$ cat config.mk
export PLATFORM = sky130hd
export DESIGN_NAME = tcw_ctrl
export DESIGN_NICKNAME = d
export VERILOG_FILES = /design/src/rtl/core/tcw_pkg.sv /design/src/rtl/core/tcw_ctrl.sv
export SDC_FILE = /design/constraint.sdc
export NUM_CORES = 1
export LEC_CHECK = 0
export BUFFER_PORTS_ARGS = -buffer_cell sky130_fd_sc_hd__buf_2
export CORE_AREA = 2 2 39 41
export CTS_CLUSTER_DIAMETER = 30
export DETAILED_ROUTE_END_ITERATION = 6
export DIE_AREA = 0 0 41 43
export PLACE_DENSITY = 0.49
export SYNTH_ARGS = -nofsm -noshare
export SYNTH_HDL_FRONTEND = slang
export SYNTH_SLANG_ARGS = --single-unit
$ cat constraint.sdc
create_clock -name i_clk -period 1.3 [get_ports i_clk]
set_input_delay 0.065 -clock i_clk [delete_from_list [all_inputs] [get_ports i_clk]]
set_output_delay 0.065 -clock i_clk [all_outputs]
set_load 0.01 [all_outputs]
$ cat src/rtl/core/tcw_pkg.sv
// shared constants, codes and types for the text console writer
package tcw_pkg;

    // screen geometry
    localparam int COLS   = 80;
    localparam int ROWS   = 25;
    localparam int NCELLS = COLS * ROWS;
    localparam int CELL_W = $clog2(NCELLS);
    localparam int COL_W  = $clog2(COLS);

    // port field widths
    localparam int OP_W   = 2;
    localparam int CHAR_W = 8;
    localparam int ATTR_W = 8;
    localparam int RC_W   = 11;
    localparam int CUR_W  = 11;
    localparam int WORD_W = CHAR_W + ATTR_W;

    // special characters
    localparam logic [CHAR_W-1:0] CH_NEWLINE   = 8'h0A;
    localparam logic [CHAR_W-1:0] CH_BACKSPACE = 8'h08;
    localparam logic [CHAR_W-1:0] CH_SPACE     = 8'h20;
    localparam logic [ATTR_W-1:0] ATTR_BLANK   = 8'h00;
    localparam logic [WORD_W-1:0] BLANK_CELL   = {ATTR_BLANK, CH_SPACE};

    // operation codes
    typedef enum logic [OP_W-1:0] {
        OP_PUT   = 2'd0,
        OP_CLEAR = 2'd1,
        OP_READ  = 2'd2
    } t_op;

    // controller states
    typedef enum logic [2:0] {
        ST_INIT,
        ST_IDLE,
        ST_EXEC,
        ST_CLEAR,
        ST_SCR_PRIME,
        ST_SCROLL,
        ST_FILL,
        ST_DONE
    } t_state;

    // controller to datapath commands
    typedef struct packed {
        logic load;
        logic sweep_init;
        logic blank_step;
        logic cursor_home;
        logic put_exec;
        logic rd_issue;
        logic scroll_read;
        logic scroll_step;
        logic finish;
    } t_dp_cmd;

    // datapath to controller status
    typedef struct packed {
        logic [OP_W-1:0] op;
        logic            put_wrap;
        logic            idx_last;
        logic            idx_scroll_last;
    } t_dp_stat;

endpackage

$ cat src/rtl/core/tcw_ctrl.sv
// controller state machine of the text console writer
module tcw_ctrl
    import tcw_pkg::*;
(
    input  logic     i_clk,
    input  logic     i_rst_n,
    input  logic     start,
    output logic     busy,
    output logic     o_done,
    output t_dp_cmd  o_cmd,
    input  t_dp_stat i_stat
);

    t_state r_state, n_state;
    logic   r_done;

    // next state
    always_comb begin
        n_state = r_state;
        unique case (r_state)
            ST_INIT: begin
                if (i_stat.idx_last) n_state = ST_IDLE;
            end
            ST_IDLE: begin
                if (start) n_state = ST_EXEC;
            end
            ST_EXEC: begin
                unique case (i_stat.op)
                    OP_PUT:   n_state = i_stat.put_wrap ? ST_SCR_PRIME : ST_DONE;
                    OP_CLEAR: n_state = ST_CLEAR;
                    default:  n_state = ST_DONE;
                endcase
            end
            ST_CLEAR: begin
                if (i_stat.idx_last) n_state = ST_DONE;
            end
            ST_SCR_PRIME: n_state = ST_SCROLL;
            ST_SCROLL: begin
                if (i_stat.idx_scroll_last) n_state = ST_FILL;
            end
            ST_FILL: begin
                if (i_stat.idx_last) n_state = ST_DONE;
            end
            ST_DONE: n_state = ST_IDLE;
            default: n_state = ST_IDLE;
        endcase
    end

    // command outputs
    always_comb begin
        o_cmd = '0;
        unique case (r_state)
            ST_INIT:  o_cmd.blank_step = 1'b1;
            ST_IDLE:  o_cmd.load = start;
            ST_EXEC: begin
                unique case (i_stat.op)
                    OP_PUT: o_cmd.put_exec = 1'b1;
                    OP_CLEAR: begin
                        o_cmd.sweep_init  = 1'b1;
                        o_cmd.cursor_home = 1'b1;
                    end
                    OP_READ: o_cmd.rd_issue = 1'b1;
                    default: o_cmd = '0;
                endcase
            end
            ST_CLEAR:     o_cmd.blank_step  = 1'b1;
            ST_SCR_PRIME: o_cmd.scroll_read = 1'b1;
            ST_SCROLL:    o_cmd.scroll_step = 1'b1;
            ST_FILL:      o_cmd.blank_step  = 1'b1;
            ST_DONE:      o_cmd.finish      = 1'b1;
            default:      o_cmd = '0;
        endcase
    end

    // state and strobe registers
    always_ff @(posedge i_clk) begin
        if (!i_rst_n) begin
            r_state <= ST_INIT;
            r_done  <= 1'b0;
        end else begin
            r_state <= n_state;
            r_done  <= (r_state == ST_DONE);
        end
    end

    assign busy   = (r_state != ST_IDLE);
    assign o_done = r_done;

endmodule

==> results of run 1 <==
[critical path, stage by stage, from the launching register on]
cell                       delay [ps]
sky130_fd_sc_hd__dfxtp_1          300
sky130_fd_sc_hd__nand2b_4         160
sky130_fd_sc_hd__or4b_1           470
sky130_fd_sc_hd__and4_1           200
[power by group]
part	internal, mW	switching (mW)	total, mW
sequential	0.136	0.00839	0.144
combinational	0.0919	0.104	0.195
clock	0.103	0.0478	0.151
[metrics by stage]
| step | TNS [ps] | util | area (um2) |
|---|---|---|---|
| 2_1_floorplan | 0 | - | 328 |
| 3_3_place_gp | 0 | 0.323 | 447 |
| 3_5_place_dp | 0 | 0.323 | 447 |
| 4_1_cts | 0 | 0.339 | 469 |
| 5_1_grt | -4.95 | 0.349 | 483 |
| 6_report | 0 | 0.349 | 483 |
[sequential cells by signal (all words and copies together), names as in the netlist]
| name | flops |
|---|---|
| o_done | 1 |
| r_state | 3 |
[cell families (layout without fill, tap and decap cells)]
kind of cell              after synthesis  count (layout)
DFF                                     4               4
and+or+nand+nor                        22              22
AOI/OAI and AO/OA                       9               9
muxes                                   1               1
buffers and inverters                   5              26
xor gates and xnor gates                1               1
[worst max-delay path by stage]
stage	start	end	slack (ps)	depth (start not counted)
after CTS	r_state[2]	o_cmd[3]	60	3
after global placement	r_state[1]	r_state[0]	110	4
after global routing	r_state[1]	o_cmd[6]	-5	4
after floorplan	r_state[0]	r_state[0]	100	3
final	r_state[0]	r_state[0]	50	3
after detailed placement	r_state[0]	r_state[0]	70	3
[cell usage in the layout, fill, tap and decap left out, types with 2 or more instances in the layout]
cell type,instances
sky130_fd_sc_hd__buf_2,18
sky130_fd_sc_hd__o21ai_0,4
sky130_fd_sc_hd__dfxtp_1,4
sky130_fd_sc_hd__buf_4,4
sky130_fd_sc_hd__nor2_1,3
sky130_fd_sc_hd__clkbuf_4,3
sky130_fd_sc_hd__nand2_1,2
sky130_fd_sc_hd__nor3b_1,2
sky130_fd_sc_hd__nor2b_1,2
sky130_fd_sc_hd__and3_1,2
sky130_fd_sc_hd__and2_1,2
[per-layer routing]
layer | GRT usage | part of all wire | vias up | routed length [um]
met5 | 0 | 0 | - | 0
met4 | 0.0400 | 0.019 | 0 | 16
met3 | 0.0157 | 0.061 | 2 | 50
met2 | 0.141 | 0.44 | 16 | 367
met1 | 0.144 | 0.47 | 155 | 392
li1 | - | - | 194 | -
[synthesized netlist by cell type]
cell type	n	area, um2
sky130_fd_sc_hd__dfxtp_1	4	80.1
sky130_fd_sc_hd__nor2_1	4	15.0
sky130_fd_sc_hd__o21ai_0	4	20.0
sky130_fd_sc_hd__nor3b_1	3	22.5
sky130_fd_sc_hd__and2_1	2	12.5
sky130_fd_sc_hd__and3_1	2	12.5
sky130_fd_sc_hd__buf_2	2	10.0
sky130_fd_sc_hd__nand2_1	2	7.51
sky130_fd_sc_hd__nor2b_1	2	12.5
sky130_fd_sc_hd__a21boi_0	1	7.51
sky130_fd_sc_hd__a21oi_1	1	5.00
sky130_fd_sc_hd__and3b_1	1	8.76
sky130_fd_sc_hd__and4_1	1	8.76
sky130_fd_sc_hd__buf_4	1	7.51
sky130_fd_sc_hd__clkbuf_1	1	3.75
sky130_fd_sc_hd__inv_1	1	3.75
sky130_fd_sc_hd__mux2i_1	1	10.0
sky130_fd_sc_hd__nand2b_4	1	13.8
sky130_fd_sc_hd__nand4b_1	1	8.76
sky130_fd_sc_hd__nor4_1	1	6.26
sky130_fd_sc_hd__nor4b_1	1	8.76
sky130_fd_sc_hd__o21a_1	1	7.51
sky130_fd_sc_hd__o31ai_1	1	7.51
sky130_fd_sc_hd__o41ai_1	1	8.76
sky130_fd_sc_hd__or4b_1	1	10.0
sky130_fd_sc_hd__xor2_1	1	8.76
[layout make-up]
type	instances	area [um2]
repair buffers	22	120
fillers	151	901
flip-flops and latches	4	80.1
well taps	16	20.0
clock buffers	3	22.5
multi-input cells	33	236
inverters	1	3.75
==> impl_metrics.json, run 1 <==
{
  "total_power_mw": 0.491,
  "grt_antenna_before_repair": 0,
  "timing.critical_path.fanout_max": 6,
  "die-height_um": 43,
  "synth.area.mux_share": 0.0305,
  "power.density_cell_area_nw_per_um2": 1020,
  "global_route_wire_length_before_repair_um": 1220,
  "largest_net_degree_at_the_start_of_global_routing": 14,
  "io_pins": 19,
  "cts_hold_buf": 0,
  "synth_cell_types": 26,
  "syn_area_per_cell_um2": 7.81,
  "cts.sinks": 4,
  "cts.reportedPaths.clkPinSlew_ps": 40,
  "timing.final.setup_violations": 0,
  "maxClockFrequency_ghz": 0.800,
  "min_period_over_period": 0.961,
  "diodes": 0,
  "floorplan.die_area_um2": 1760,
  "timing.final.crit_period_ps": 1250,
  "cts_post_setup_buffers_inserted": 0,
  "initial_utilization": 0.237,
  "ant_nets": 0,
  "worst_setup_path_end_kind": "flip-flop",
  "synth_simple_gate_area_share": 0.450,
  "synth_xor_area_frac": 0.0267,
  "synth.ff_latch_count": 4,
  "1st_pass_router_iterations": 3,
  "finalHoldWorstSlack_ps": 84.3,
  "irDropWorstVdd_mv": 0.333,
  "worst_r2r_dst": "r_state[0]",
  "flow.area_growth_from_synthesis_pct": 47.3,
  "routed_wl_um": 826,
  "min_path_type": "in2reg",
  "cp-start-kind": "flip-flop",
  "via_per_inst": 4.65,
  "main_combinational_cell_family_by_area_after_synthesis": "simple AND/OR/NAND/NOR gates",
  "timing.final.ws_setup_ps": 50.6,
  "drc_errors": 0,
  "worstHoldStart": "i_rst_n",
  "post_synthesis_sequential_area_ratio": 0.244,
  "via_count": 367,
  "cp_data_arrival_time_ps": 1370,
  "maxCapViolations": 0,
  "cts-root-buf": "sky130_fd_sc_hd__clkbuf_4",
  "syn_nets": 50,
  "worst_slack_at_placement_ps": 74.2,
  "track_usage": 0.0993,
  "crit_type": "reg2reg",
  "worst_slew_pin_slew_ps": 327,
  "final_layout_size_suffix_gt1_frac": 0.460,
  "outcome": "completed",
  "die-width_um": 41,
  "reg2reg_depth": 3,
  "finClkSkew_ps": 0.800,
  "core-area_um2": 1380,
  "detailedRoute.firstIterationViolations": 11,
  "placementRows": 14,
  "setup_repair_after_global_routing_missed_its_margin": "true",
  "cellLeakagePower_nw": 0.237,
  "placed_cells": 76,
  "first_global_vias": 297,
  "syn_area_um2": 328,
  "clk-insertion-delay-late_ps": 230,
  "reg2reg_slack_ps": 50,
  "globalRouteOverflowTotal": 0,
  "avgRoutedWirePerCell_um": 10.5,
  "final-hold-violation-count": 0,
  "cts.repair.resized": 0,
  "cts-root-to-sink-buffers": 2,
  "ys.warnings.count": 0,
  "post_synthesis_cell_count": 42,
  "finish.net_count": 73,
  "htree_levels": 1,
  "holdPathEnd": "r_state[2]",
  "place_congestion": 0.754,
  "synth_area_in_adders": 0,
  "post_synthesis_compound_gate_area_fraction": 0.172,
  "tritoncts": "built",
  "worstPathRequired_ps": 1420,
  "buffer_ports.inserted": 18,
  "holdPathStages": 2,
  "maxSlewHeadroom": 0.779,
  "final-max-slew-violation-count": 0,
  "regToRegStartpoint": "r_state[0]",
  "cts_made_buffers": 3,
  "stdcell_count": 79
}
(Power assumes the default switching activity.)
==> run 2: changes to the inputs <==
--- a/config.mk
+++ b/config.mk
@@ -7,9 +7,11 @@
 export LEC_CHECK = 0
 export BUFFER_PORTS_ARGS = -buffer_cell sky130_fd_sc_hd__buf_2
 export CORE_AREA = 2 2 39 41
+export CTS_BUF_LIST = sky130_fd_sc_hd__clkbuf_2
 export CTS_CLUSTER_DIAMETER = 30
 export DETAILED_ROUTE_END_ITERATION = 6
 export DIE_AREA = 0 0 41 43
+export GPL_TIMING_DRIVEN = 1
 export PLACE_DENSITY = 0.49
 export SYNTH_ARGS = -nofsm -noshare
 export SYNTH_HDL_FRONTEND = slang
==> constraint.sdc (replaced) <==
create_clock -name i_clk -period 1.3 [get_ports i_clk]
set_input_delay 0.26 -clock i_clk [delete_from_list [all_inputs] [get_ports i_clk]]
set_output_delay 0.26 -clock i_clk [all_outputs]
set_load 0.01 [all_outputs]
==> impl_metrics.json, run 2 (synthesis results as in run 1) <==
{
  "cts_made_buffers": 3,
  "setup-tns-final_ps": -154,
  "cts.sinks": 4,
  "global_route_wire_length_before_repair_um": 1390,
  "cp-start-kind": "flip-flop",
  "maxCapViolations": 0,
  "initial_utilization": 0.237,
  "layout_commonest_cell": "sky130_fd_sc_hd__buf_2",
  "cts-root-to-sink-buffers": 2,
  "final-hold-violation-count": 0,
  "die-width_um": 41,
  "power.density_cell_area_nw_per_um2": 930,
  "place_congestion": 0.679,
  "maxSlewHeadroom": 0.802,
  "timing.critical_path.fanout_max": 5,
  "finish.net_count": 77,
  "floorplan.die_area_um2": 1760,
  "final_cell_mix": "sky130_fd_sc_hd__buf_2, sky130_fd_sc_hd__nor2_1, sky130_fd_sc_hd__buf_4",
  "worstPathCellList": "buf_6, xor2_1, mux2i_1, buf_2",
  "avgRoutedWirePerCell_um": 10.6,
  "nFillCells": 153,
  "slowest_stage": "sky130_fd_sc_hd__dfxtp_2",
  "io_pins": 19,
  "min_period_over_period": 1.05,
  "timing.final.setup_violations": 4,
  "core-area_um2": 1380,
  "dr_wl_met2_um": 399,
  "clk-insertion-delay-late_ps": 200,
  "grt_antenna_before_repair": 0,
  "track_usage": 0.117,
  "worst_slew_pin_slew_ps": 294,
  "globalRouteOverflowTotal": 0,
  "final-max-slew-violation-count": 0,
  "cts-root-buf": "sky130_fd_sc_hd__clkbuf_2",
  "timing.final.crit_period_ps": 1360,
  "dr.max_layer_used": "met3",
  "htree_levels": 1,
  "1st_pass_router_iterations": 2,
  "cts_hold_buf": 0,
  "failed_checks": "negative setup slack",
  "post-route-util": 0.382,
  "met1_length_um": 409,
  "worstPathRequired_ps": 1040,
  "dpl.hpwl_um": 599,
  "cts.reportedPaths.clkPinSlew_ps": 50,
  "min_path_type": "in2reg",
  "outcome": "finished, violations left",
  "stdcell_count": 83,
  "crit_type": "reg2out",
  "irDropWorstVdd_mv": 0.314,
  "largest_reg_flops": 3,
  "maxClockFrequency_ghz": 0.734,
  "ant_nets": 0,
  "final_layout_size_suffix_gt1_frac": 0.552,
  "buffer_ports.inserted": 18,
  "first_global_vias": 350,
  "flow.area_growth_from_synthesis_pct": 61.5,
  "via_per_inst": 4.64,
  "placementRows": 14,
  "longest_individual_stage_delay_on_the_worst_path_ps": 330,
  "detailedRoute.firstIterationViolations": 1,
  "via_count": 385,
  "diodes": 0,
  "timing.final.ws_setup_ps": -61.7,
  "met3RoutedLength_um": 67,
  "die-height_um": 43,
  "largest_net_degree_at_the_start_of_global_routing": 13,
  "routed_wl_um": 876,
  "setup_repair_after_global_routing_missed_its_margin": "true",
  "cellLeakagePower_nw": 0.262,
  "tritoncts": "built",
  "placed_cells": 75,
  "regMostFlops": "r_state",
  "cp_data_arrival_time_ps": 1100,
  "finClkSkew_ps": 2.32,
  "worst_setup_path_end_kind": "output port",
  "drc_errors": 0
}
==> run 2: changes by cell type in the layout (fill, tap and decap cells not counted), moves of 2 or more <==
| cell | delta |
|---|---|
| sky130_fd_sc_hd__buf_6 | +3 |
| sky130_fd_sc_hd__clkbuf_2 | +3 |
| sky130_fd_sc_hd__clkbuf_4 | -3 |
| sky130_fd_sc_hd__dfxtp_1 | -3 |
| sky130_fd_sc_hd__dfxtp_2 | +2 |
==> run 2: routing by layer <==
layer | vias up | track usage
li1 | 202 | -
met1 | 169 | 0.154
met2 | 14 | 0.169
met3 | 0 | 0.0157
met4 | 0 | 0.0800
met5 | - | 0
==> run 2: final timing paths <==
| kind | startpoint | to | slack, ps | depth (start not counted) |
|---|---|---|---|---|
| hold reg to reg | r_state[1] | r_state[1] | 640 | 3 |
| setup / recovery | r_state[0] | o_cmd[6] | -60 | 4 |
| hold / removal | i_rst_n | r_state[2] | 310 | 2 |
| setup reg to reg | r_state[0] | r_state[0] | 40 | 3 |
==> run 2: timing repair <==
| action | CTS | global route |
|---|---|---|
| gates cloned | 1 | 0 |
| buffers inserted | 4 | 0 |
| endpoints found under the setup margin | 8 | 11 |
| gates resized for setup | 8 | 3 |
| hold endpoints to repair | 0 | 0 |
| pin swaps | 1 | 0 |
==> run 2: area by class of cell <==
class	instances	area (um2)	area share
inverters	1	3.75	0.00709
clock buffers	3	15.0	0.0284
multi-input cells	33	245	0.463
well taps	16	20.0	0.0378
repair buffers	26	159	0.300
flip-flops and latches	4	86.3	0.163
==> run 2: worst max-delay path: cells and delay by family, from the launching register on <==
| family | cells | cell delay [ps] |
|---|---|---|
| XOR/XNOR | 1 | 150 |
| multiplexers | 1 | 140 |
| buffers and inverters | 2 | 280 |
| flip-flops | 1 | 330 |
==> run 2: power by group <==
| group | total (mW) | leakage (nW) | switching (mW) | internal, mW |
|---|---|---|---|---|
| Sequential | 0.159 | 0.0341 | 0.0203 | 0.138 |
| Clock | 0.113 | 0.0125 | 0.0508 | 0.0622 |
| Combinational | 0.220 | 0.215 | 0.102 | 0.118 |
==> run 2: metrics by stage <==
step	power, mW	cell area, um2	hold WS (ps)	worst slack [ps]
2_1_floorplan	0.265	333	378	25.8
3_5_place_dp	0.332	444	519	48.4
4_1_cts	0.491	520	298	-66.1
5_1_grt	0.529	529	315	-136
6_report	0.492	529	311	-61.7
3_3_place_gp	0.334	444	519	58.7
==> run 3: changes to the inputs <==
--- a/config.mk
+++ b/config.mk
@@ -5,6 +5,7 @@
 export SDC_FILE = /design/constraint.sdc
 export NUM_CORES = 1
 export LEC_CHECK = 0
+export ABC_AREA = 1
 export BUFFER_PORTS_ARGS = -buffer_cell sky130_fd_sc_hd__buf_2
 export CORE_AREA = 2 2 39 41
 export CTS_BUF_LIST = sky130_fd_sc_hd__clkbuf_2
@@ -12,7 +13,8 @@
 export DETAILED_ROUTE_END_ITERATION = 6
 export DIE_AREA = 0 0 41 43
 export GPL_TIMING_DRIVEN = 1
-export PLACE_DENSITY = 0.49
+export PLACE_DENSITY = 0.5
+export SKIP_LAST_GASP = 1
 export SYNTH_ARGS = -nofsm -noshare
 export SYNTH_HDL_FRONTEND = slang
 export SYNTH_SLANG_ARGS = --single-unit
==> impl_metrics.json, run 3 <==
{
  "syn_area_um2": 345,
  "worstPathCellList": "inv_2, nand2_2, nand3_2, and2_2, buf_2",
  "synth_largest_type_area_fraction": 0.232,
  "grt_antenna_before_repair": 0,
  "failed_checks": "negative setup slack",
  "die-width_um": 41,
  "ys.warnings.count": 0,
  "longest_individual_stage_delay_on_the_worst_path_ps": 370,
  "power.density_cell_area_nw_per_um2": 2360,
  "cpLargestDelayFamily": "flip-flops",
  "die-height_um": 43,
  "setup_repair_after_global_routing_missed_its_margin": "true",
  "final_cell_mix": "sky130_fd_sc_hd__buf_2, sky130_fd_sc_hd__nor2_1, sky130_fd_sc_hd__nand2_1, sky130_fd_sc_hd__inv_1",
  "crit_type": "reg2out",
  "initial_utilization": 0.250,
  "finalHoldWorstSlack_ps": 306,
  "post_synthesis_cell_count": 62,
  "detailedRoute.firstIterationViolations": 6,
  "cts.reportedPaths.clkPinSlew_ps": 40,
  "core-area_um2": 1380,
  "synth.ff_latch_count": 4,
  "timing.critical_path.buf_inv": 2,
  "top_count_cell_post_synth": "sky130_fd_sc_hd__nor2_1",
  "maxSlewHeadroom": 0.881,
  "min_period_over_period": 1.03,
  "timing.final.setup_violations": 3,
  "cts_hold_buf": 0,
  "irDropWorstVdd_mv": 0.867,
  "synth_top_cells_by_area": "sky130_fd_sc_hd__dfxtp_1, sky130_fd_sc_hd__nor2_1, sky130_fd_sc_hd__nand2_1",
  "placementRows": 14,
  "area_of_placed_instances_um2": 455,
  "cts-root-buf": "sky130_fd_sc_hd__clkbuf_2",
  "dpl.hpwl_um": 662,
  "holdPathEnd": "r_state[1]",
  "finClkSkew_ps": 0.0967,
  "synth_cell_types": 14,
  "post-route-util": 0.376,
  "cts-root-to-sink-buffers": 2,
  "finish.net_count": 95,
  "slowest_stage": "sky130_fd_sc_hd__dfxtp_4",
  "diodes": 0,
  "flow.area_growth_from_synthesis_pct": 50.7,
  "layout_commonest_cell": "sky130_fd_sc_hd__buf_2",
  "worst_r2r_dst": "r_state[0]",
  "timing.final.crit_period_ps": 1340,
  "reg2reg_slack_ps": 180,
  "routed_wl_um": 875,
  "final_layout_size_suffix_gt1_frac": 0.541,
  "post_synthesis_sequential_area_ratio": 0.232,
  "async_set_or_reset_flop_fraction_in_the_synthesized_netlist": 0,
  "io_pins": 19,
  "count_of_flip_flops_with_a_built_in_enable_after_synthesis": 0,
  "final-hold-violation-count": 0,
  "yosys-top-cells-count": "sky130_fd_sc_hd__nor2_1, sky130_fd_sc_hd__nand2_1, sky130_fd_sc_hd__inv_1",
  "cts_made_buffers": 3,
  "global_route_wire_length_before_repair_um": 1290,
  "worst_slew_pin_slew_ps": 176,
  "cp-start-kind": "flip-flop",
  "cellLeakagePower_nw": 0.308,
  "maxCapViolations": 0,
  "min_path_type": "in2reg",
  "holdPathStages": 3,
  "htree_levels": 1,
  "met3_usage": 0.0314,
  "first_global_vias": 348,
  "setup-tns-final_ps": -56.0,
  "post-route-cell-area_um2": 520,
  "worst_setup_path_end_kind": "output port",
  "total_power_mw": 1.23,
  "grt.met2_usage": 0.150,
  "timing.critical_path.fanout_max": 6,
  "crit_path_start": "r_state[1]",
  "syn_nets": 70,
  "cp_data_arrival_time_ps": 1080,
  "timing.final.ws_setup_ps": -39.8,
  "worstHoldStart": "i_rst_n",
  "tritoncts": "built",
  "cts.sinks": 4,
  "track_usage": 0.112,
  "via_per_inst": 4.18,
  "buffer_ports.inserted": 18,
  "grt.busiest_layer": "met2",
  "floorplan.die_area_um2": 1760,
  "clk-insertion-delay-late_ps": 200,
  "outcome": "finished, violations left",
  "maxClockFrequency_ghz": 0.746,
  "worstPathRequired_ps": 1040,
  "drc_errors": 0,
  "ant_nets": 0,
  "globalRouteOverflowTotal": 0,
  "place_congestion": 0.836,
  "avgRoutedWirePerCell_um": 8.66,
  "gr-usage-met1": 0.135,
  "1st_pass_router_iterations": 4,
  "via_count": 422,
  "final-max-slew-violation-count": 0,
  "regMostFlops": "r_state",
  "regToRegStartpoint": "r_state[0]",
  "reg2reg_depth": 9,
  "syn_area_per_cell_um2": 5.57,
  "most_instantiated_flip_flop_cell_in_the_synthesis_netlist": "sky130_fd_sc_hd__dfxtp_1",
  "post-synth-top-area-cell": "sky130_fd_sc_hd__dfxtp_1",
  "largest_reg_flops": 3,
  "largest_net_degree_at_the_start_of_global_routing": 7
}
-- run 3: cell types whose count changed in the layout (fill, tap and decap cells not counted), sizes merged, moves of 3 or more --
cell / delta
nor3b: -3
inv: +10
nand2: +12
nor2: +13
nand3: +7
buf: -4
-- run 3: through the flow --
stage               worst slack, ps  cells
floorplan                      25.5     62
global placement                101     96
detailed placement             74.8     96
CTS                           -65.0    101
global route                   -143    101
finish                        -39.8    101
-- run 3: layout make-up --
| type | instances | area, um2 |
|---|---|---|
| Tap cell | 16 | 20.0 |
| Timing Repair Buffer | 22 | 124 |
| Clock buffer | 3 | 15.0 |
| Fill cell | 169 | 863 |
| Inverter | 11 | 41.3 |
| Sequential cell | 4 | 86.3 |
| Multi-Input combinational cell | 45 | 234 |
-- run 3: tightest hold or removal path, cell delays in order --
cell,delay (ps)
sky130_fd_sc_hd__buf_2,120
sky130_fd_sc_hd__nand2_1,60
sky130_fd_sc_hd__nor2_1,30
-- run 3: where the power goes --
part / leakage (nW) / internal (mW) / total (mW) / switching, mW
combinational: 0.262 / 0.366 / 0.853 / 0.487
clock: 0.0125 / 0.0621 / 0.111 / 0.0486
sequential: 0.0342 / 0.192 / 0.265 / 0.0735
-- run 3: logic make-up after synthesis --
logic type	Yosys count	share of synthesized area
flip-flops	4	0.232
AND/OR/NAND/NOR	41	0.547
buffers and inverters	13	0.163
AO/OA/AOI/OAI	4	0.0580
-- run 3: timing repair --
item	4_1_cts	5_1_grt
cloned	0	0
pin swaps	0	1
setup buffers	2	0
gates resized for setup	8	5
setup endpoints to repair	6	7
-- run 3: routing by layer --
layer	up-vias	routed length [um]
li1	234	-
met1	174	398
met2	14	425
met3	0	50
met4	0	0
met5	-	0
-- run 3: worst max path at each step --
stage | to | slack, ps | depth (start not counted)
2_1_floorplan | o_cmd[7] | 30 | 6
3_3_place_gp | o_cmd[6] | 100 | 5
3_5_place_dp | o_cmd[6] | 70 | 5
4_1_cts | o_cmd[6] | -60 | 5
5_1_grt | o_cmd[3] | -140 | 6
6_report | o_cmd[6] | -40 | 5
